<file path="src/rtl/shdw32_pkg.sv">
`timescale 1ns / 1ps

package shdw32_pkg;

    localparam int BLOCK_W       = 32;
    localparam int WORD_W        = 8;
    localparam int ROUND_KEY_W   = 32;
    localparam int KEY_W         = 64;
    localparam int KEY_REGS      = 7;
    localparam int ROUND_COUNT_W = 4;
    localparam int CFG_IDX_W     = 4;
    localparam int MAX_ROUNDS_DEF = 14;

    typedef logic [BLOCK_W-1:0]                block_t;
    typedef logic [WORD_W-1:0]                 word_t;
    typedef logic [ROUND_KEY_W-1:0]            round_key_t;
    typedef logic [KEY_REGS-1:0][KEY_W-1:0]    key_bank_t;

    typedef enum logic [CFG_IDX_W-1:0] {
        REG_ROUND_COUNT = 4'd0,
        REG_KEYS_FIRST  = 4'd1
    } cfg_reg_t;

    typedef struct packed {
        logic active;
        logic last;
    } round_ctl_t;

endpackage

</file>
<file path="src/rtl/shdw32_round.sv">
`timescale 1ns / 1ps

module shdw32_round
(
    input  shdw32_pkg::block_t     blk_in,
    input  shdw32_pkg::round_key_t rk,
    input  shdw32_pkg::round_ctl_t ctl,
    output shdw32_pkg::block_t     blk_out
);

    function automatic shdw32_pkg::word_t mix(input shdw32_pkg::word_t x);
        shdw32_pkg::word_t r1;
        shdw32_pkg::word_t r7;
        shdw32_pkg::word_t r2;
        r1 = {x[6:0], x[7]};
        r7 = {x[0], x[7:1]};
        r2 = {x[5:0], x[7:6]};
        return (r1 & r7) ^ r2;
    endfunction

    shdw32_pkg::word_t a;
    shdw32_pkg::word_t b;
    shdw32_pkg::word_t c;
    shdw32_pkg::word_t d;
    shdw32_pkg::word_t b1;
    shdw32_pkg::word_t d1;
    shdw32_pkg::word_t b3;
    shdw32_pkg::word_t d3;

    assign a = blk_in[31:24];
    assign b = blk_in[23:16];
    assign c = blk_in[15:8];
    assign d = blk_in[7:0];

    // first half, then words trade places before the second half
    assign b1 = b ^ mix(a) ^ rk[31:24];
    assign d1 = d ^ mix(c) ^ rk[23:16];
    assign b3 = a ^ mix(b1) ^ rk[15:8];
    assign d3 = c ^ mix(d1) ^ rk[7:0];

    always_comb
    begin
        if (!ctl.active)
        begin
            blk_out = blk_in;
        end
        else if (ctl.last)
        begin
            blk_out = {b1, b3, d1, d3};
        end
        else
        begin
            blk_out = {d1, b3, b1, d3};
        end
    end

endmodule

</file>
<file path="src/rtl/shdw32_datapath.sv">
`timescale 1ns / 1ps

module shdw32_datapath
#(
    parameter int MAX_ROUNDS = shdw32_pkg::MAX_ROUNDS_DEF,
    parameter int CNT_W      = $clog2(MAX_ROUNDS + 1)
)
(
    input  shdw32_pkg::block_t    blk_in,
    input  shdw32_pkg::key_bank_t keys,
    input  logic [CNT_W-1:0]      n_rounds,
    output shdw32_pkg::block_t    blk_out
);

    shdw32_pkg::block_t chain [MAX_ROUNDS+1];

    assign chain[0] = blk_in;

    for (genvar r = 0; r < MAX_ROUNDS; r++)
    begin : g_round
        shdw32_pkg::round_key_t rk;
        shdw32_pkg::round_ctl_t ctl;

        if ((r / 2) < shdw32_pkg::KEY_REGS)
        begin : g_key
            if ((r % 2) == 0)
            begin : g_even
                assign rk = keys[r/2][63:32];
            end
            else
            begin : g_odd
                assign rk = keys[r/2][31:0];
            end
        end
        else
        begin : g_nokey
            assign rk = '0;
        end

        assign ctl.active = CNT_W'(r) < n_rounds;
        assign ctl.last   = CNT_W'(r + 1) == n_rounds;

        shdw32_round u_round
        (
            .blk_in  (chain[r]),
            .rk      (rk),
            .ctl     (ctl),
            .blk_out (chain[r+1])
        );
    end

    assign blk_out = chain[MAX_ROUNDS];

endmodule

</file>
<file path="src/rtl/arx_feistel_block_cipher_32_core.sv">
`timescale 1ns / 1ps

// Channel   | Signals                              | Direction
// ----------+--------------------------------------+-----------
// input     | in_valid, in_stall, plaintext        | beat in
// output    | out_valid, out_stall, ciphertext     | beat out
// config    | wr_en, wr_index, wr_data             | write only
//
// One beat per cycle in and out while out_stall is low; each beat passes the input register, then the result register.
// All active rounds are unrolled between the two registers.
// in_stall rises only when both registers are full and out_stall holds the result.
// rst_n clears valids, round_count to 1 and all keys to zero.

module arx_feistel_block_cipher_32_core
#(
    parameter int MAX_ROUNDS = shdw32_pkg::MAX_ROUNDS_DEF
)
(
    input  logic                                 clk,
    input  logic                                 rst_n,
    input  logic                                 in_valid,
    output logic                                 in_stall,
    input  logic [shdw32_pkg::BLOCK_W-1:0]       plaintext,
    output logic                                 out_valid,
    input  logic                                 out_stall,
    output logic [shdw32_pkg::BLOCK_W-1:0]       ciphertext,
    input  logic                                 wr_en,
    input  logic [shdw32_pkg::CFG_IDX_W-1:0]     wr_index,
    input  logic [shdw32_pkg::KEY_W-1:0]         wr_data
);

    localparam int CNT_W = $clog2(MAX_ROUNDS + 1);

    logic [shdw32_pkg::ROUND_COUNT_W-1:0] round_count_reg;
    logic [shdw32_pkg::ROUND_COUNT_W-1:0] round_count_next;
    shdw32_pkg::key_bank_t                key_reg;
    shdw32_pkg::key_bank_t                key_next;

    logic               s1_valid_reg;
    logic               s1_valid_next;
    shdw32_pkg::block_t pt_reg;
    logic               out_valid_reg;
    logic               out_valid_next;
    shdw32_pkg::block_t ct_reg;
    shdw32_pkg::block_t dp_out;

    logic [CNT_W-1:0] n_rounds;
    logic             s1_load;
    logic             s2_load;

    always_comb
    begin
        round_count_next = round_count_reg;
        key_next         = key_reg;
        if (wr_en)
        begin
            if (wr_index == shdw32_pkg::REG_ROUND_COUNT)
            begin
                round_count_next = wr_data[shdw32_pkg::ROUND_COUNT_W-1:0];
            end
            for (int i = 0; i < shdw32_pkg::KEY_REGS; i++)
            begin
                if (wr_index == shdw32_pkg::CFG_IDX_W'(shdw32_pkg::REG_KEYS_FIRST + i))
                begin
                    key_next[i] = wr_data;
                end
            end
        end
    end

    always_ff @(posedge clk or negedge rst_n)
    begin
        if (!rst_n)
        begin
            round_count_reg <= shdw32_pkg::ROUND_COUNT_W'(1);
            key_reg         <= '0;
        end
        else
        begin
            round_count_reg <= round_count_next;
            key_reg         <= key_next;
        end
    end

    // saturate the round count
    always_comb
    begin
        if (32'(round_count_reg) > MAX_ROUNDS)
        begin
            n_rounds = CNT_W'(MAX_ROUNDS);
        end
        else
        begin
            n_rounds = CNT_W'(round_count_reg);
        end
    end

    assign s2_load  = !out_valid_reg || !out_stall;
    assign s1_load  = !s1_valid_reg || s2_load;
    assign in_stall = !s1_load;

    assign s1_valid_next  = s1_load ? in_valid : s1_valid_reg;
    assign out_valid_next = s2_load ? s1_valid_reg : out_valid_reg;

    always_ff @(posedge clk or negedge rst_n)
    begin
        if (!rst_n)
        begin
            s1_valid_reg  <= 1'b0;
            out_valid_reg <= 1'b0;
        end
        else
        begin
            s1_valid_reg  <= s1_valid_next;
            out_valid_reg <= out_valid_next;
        end
    end

    always_ff @(posedge clk)
    begin
        if (s1_load && in_valid)
        begin
            pt_reg <= plaintext;
        end
        if (s2_load && s1_valid_reg)
        begin
            ct_reg <= dp_out;
        end
    end

    shdw32_datapath
    #(
        .MAX_ROUNDS (MAX_ROUNDS),
        .CNT_W      (CNT_W)
    )
    u_datapath
    (
        .blk_in   (pt_reg),
        .keys     (key_reg),
        .n_rounds (n_rounds),
        .blk_out  (dp_out)
    );

    assign out_valid  = out_valid_reg;
    assign ciphertext = ct_reg;

    a_stall_only_when_full : assert property (@(posedge clk) disable iff (!rst_n)
        in_stall |-> (s1_valid_reg && out_valid_reg && out_stall))
        else $error("input stalled with room in the pipe");

    a_accept_fills_s1 : assert property (@(posedge clk) disable iff (!rst_n)
        (in_valid && !in_stall) |=> s1_valid_reg)
        else $error("accepted beat lost at input register");

    a_s1_moves_to_s2 : assert property (@(posedge clk) disable iff (!rst_n)
        (s1_valid_reg && s2_load) |=> out_valid_reg)
        else $error("beat lost between stages");

    a_s1_holds : assert property (@(posedge clk) disable iff (!rst_n)
        (s1_valid_reg && !s2_load) |=> (s1_valid_reg && $stable(pt_reg)))
        else $error("held beat in input register changed");

    a_round_clamp : assert property (@(posedge clk) disable iff (!rst_n)
        32'(n_rounds) <= MAX_ROUNDS)
        else $error("round count above maximum");

endmodule

</file>
<file path="config.mk">
export PLATFORM = sky130hd
export DESIGN_NAME = arx_feistel_block_cipher_32_core
export DESIGN_NICKNAME = d
export VERILOG_FILES = /design/src/rtl/shdw32_pkg.sv /design/src/rtl/shdw32_round.sv /design/src/rtl/shdw32_datapath.sv /design/src/rtl/arx_feistel_block_cipher_32_core.sv
export SDC_FILE = /design/constraint.sdc
export NUM_CORES = 2
export LEC_CHECK = 0
export BUFFER_PORTS_ARGS = -buffer_cell sky130_fd_sc_hd__buf_2
export CAP_MARGIN = 20
export CORE_MARGIN = 3
export CORE_UTILIZATION = 50
export CTS_CLUSTER_SIZE = 30
export DETAILED_ROUTE_END_ITERATION = 12
export PLACE_DENSITY_LB_ADDON = 0.25
export SLEW_MARGIN = 0
export SYNTH_ARGS = -nofsm -noshare
export SYNTH_HDL_FRONTEND = slang
export SYNTH_SLANG_ARGS = --single-unit
</file>
<file path="constraint.sdc">
create_clock -name clk -period 16.2 [get_ports clk]
set_input_delay 3.24 -clock clk [delete_from_list [all_inputs] [get_ports clk]]
set_output_delay 3.24 -clock clk [all_outputs]
set_load 0.1 [all_outputs]
</file>
==> results_dict.tcl <==
set metrics [dict create \
    met3_usage_pct 11.75 \
    htree_levels 2 \
    r2r_start "pt_reg[26]" \
    synth_cells 4683 \
    fin_skew_ns 0.02593 \
    regArea_um2 13290 \
    multi_input_area_um2 39990 \
    synth-seq-area-share_pct 27.26 \
    yosys.cell_types.count 143 \
    worstSetupEndpointType "flip-flop" \
    layout.cells.most_common_list "buf_4, mux2_2, dfrtp_1" \
    largest_reg_flops 448 \
    die_width_um 318.2 \
    dieArea_um2 101200 \
    critPathSlowestCell "xor3_2" \
    met2_usage_pct 64.29 \
    path_clk_slew_ns 0.06 \
    initial_core_util_pct 50.83 \
    status "finished, violations left" \
    setup_viol 32 \
    hold_viol 0 \
    die_y_um 318.2 \
    min_from "s1_valid_reg" \
    fill_cells 6388 \
    cp.arrival_ns 18.02 \
    setup_tns_ns -33.82 \
    numCtsBuffers 61 \
    cts_root_buf "clkbuf_16" \
    clockBufferDepth 3 \
    busiest_layer "met2" \
    cts_sinks 518 \
    place_congestion 1.025 \
    cp.required_ns 16.65 \
    drt_wl_total_mm 227.3 \
    fin_crit_sh_pct 108.4 \
    maxCapViolations 0 \
    slowest_delay_ns 0.60 \
    cts_tree "done" \
    dp_hpwl_mm 158.7 \
    nNetsFinal 6622 \
    grt_pass1_wl_mm 320.2 \
    crit_fanout 6 \
    wl_per_cell_um 28.79 \
    worstSetupStartpointType "flip-flop" \
    ys_ff_latch 518 \
    synthFlopType "dfrtp_1" \
    grt_overflow 0 \
    min_path_type "flip-flop to flip-flop" \
    drc_errors 0 \
    ctsHoldBuffers 0 \
    stdcell_count 7896 \
    crit_start "pt_reg[26]" \
    synth_top_cells_by_area "dfrtp_1, xnor2_1, mux2_2" \
    avgSynthCellArea_um2 10.40 \
    rows 113 \
    final_util_pct 75.61 \
    violations "antenna rules, setup timing" \
    dp_cells 7387 \
    grt_max_degree 94 \
    vias_per_cell 6.316 \
    num_vias 49870 \
    synth_warnings 0 \
    drtIter0Drc 5974 \
    worst_slew_pin_slew_ns 1.086 \
    antenna_left 6 \
    whs_ns 0.4928 \
    relSlewSlack_pct 27.51 \
    crit_type "flip-flop to flip-flop" \
    area_delta_synth_final_pct 48.74 \
    pin_count 139 \
    firstDrtPassIters 6 \
    core_um2 95860 \
    yosysTopAreaCell "dfrtp_1" \
    final_common_cell "buf_4" \
    synth_edf_count 64 \
    port-buffer-count 138 \
    layout-drive-gt1-share_pct 55.82 \
    synth_top_area_share_pct 23.27 \
    clkLatencyLatePin_ns 0.73 \
    antenna_found_initial 47 \
    globalRouteMet1Util_pct 53.84 \
    grt_pass1_vias 47960 \
    gr-usage-all-layers_pct 42.63 \
    async_reset_ff_share_pct 87.64 \
    rsz0062_at_grt "yes" \
    synthesis.nets 4788 \
    syn_area_um2 48720 \
    post-route-min-period_ns 17.57 \
    critical-path-top-cell-by-count "buf_4" \
    max_clock_freq_mhz 56.92 \
    slew_violations 0 \
    setup_slack_ns -1.368 \
]
[metal layers]
layer / part of all wire, % / up-vias
met2: 44 / 3496
met1: 36 / 24520
met3: 12 / 947
li1: - / 20890
met5: 0.066 / -
met4: 7.6 / 20
[cell families after synthesis]
family	share of synthesized area, %
DFF	27.26
muxes	12.70
xor gates and xnor gates	28.06
buffers and inverters	3.002
AOI/OAI and AO/OA	16.06
and+or+nand+nor	12.91
[stage by stage]
| step | instance area (um^2) | worst slack, ns |
|---|---|---|
| 2_1_floorplan | 48830 | 0.008612 |
| 3_3_place_gp | 61330 | -2.009 |
| 3_5_place_dp | 61330 | -2.120 |
| 4_1_cts | 70220 | -0.6038 |
| 5_1_grt | 72350 | -1.685 |
| 6_report | 72470 | -1.368 |
[final cells by class]
cell class / instances / area share, %
inverter: 36 / 0.1865
timing repair buffer: 1982 / 20.78
multi-input combinational: 3918 / 55.18
clock inverter: 39 / 0.8131
tap: 1265 / 2.184
antenna: 62 / 0.2141
sequential: 518 / 18.34
clock buffer: 76 / 2.312
[timing repair]
action	CTS	global route
resized for setup	898	272
pin swaps	248	102
setup endpoints to repair	32	32
buffers inserted	263	74
endpoints found under the hold margin	0	0
[worst paths after layout]
path	endpoint	cells past startpoint	slack, ns
setup reg to reg	ciphertext[21]	71	-1.37
max in group asynchronous	key_reg[246]	4	10.56
hold / removal	out_valid	1	0.49
min in group asynchronous	key_reg[392]	1	2.51
hold reg to reg	out_valid	1	0.49
setup / recovery	ciphertext[21]	71	-1.37
[cells in the mapped netlist (all sizes together), types with 90 or more instances]
master  count
nand2     299
nor2      348
mux2i      90
mux2      466
xnor2     626
xnor3     216
o21ai     161
dfrtp     453
clkbuf    174
nor3       95
a21oi     186
nand3      91
xor2      227
[worst max-delay path: cells and delay by family (launching register included)]
family | cells | cell delay (ns)
buffers and inverters | 18 | 2.86
xor gates and xnor gates | 18 | 5.72
AOI/OAI and AO/OA | 20 | 5.47
DFF | 1 | 0.52
muxes | 2 | 0.27
and+or+nand+nor | 13 | 2.39
Power is left out: the tool's default activity adds up to more than one toggle a clock period on the data nets, which glitch-free logic cannot reach.
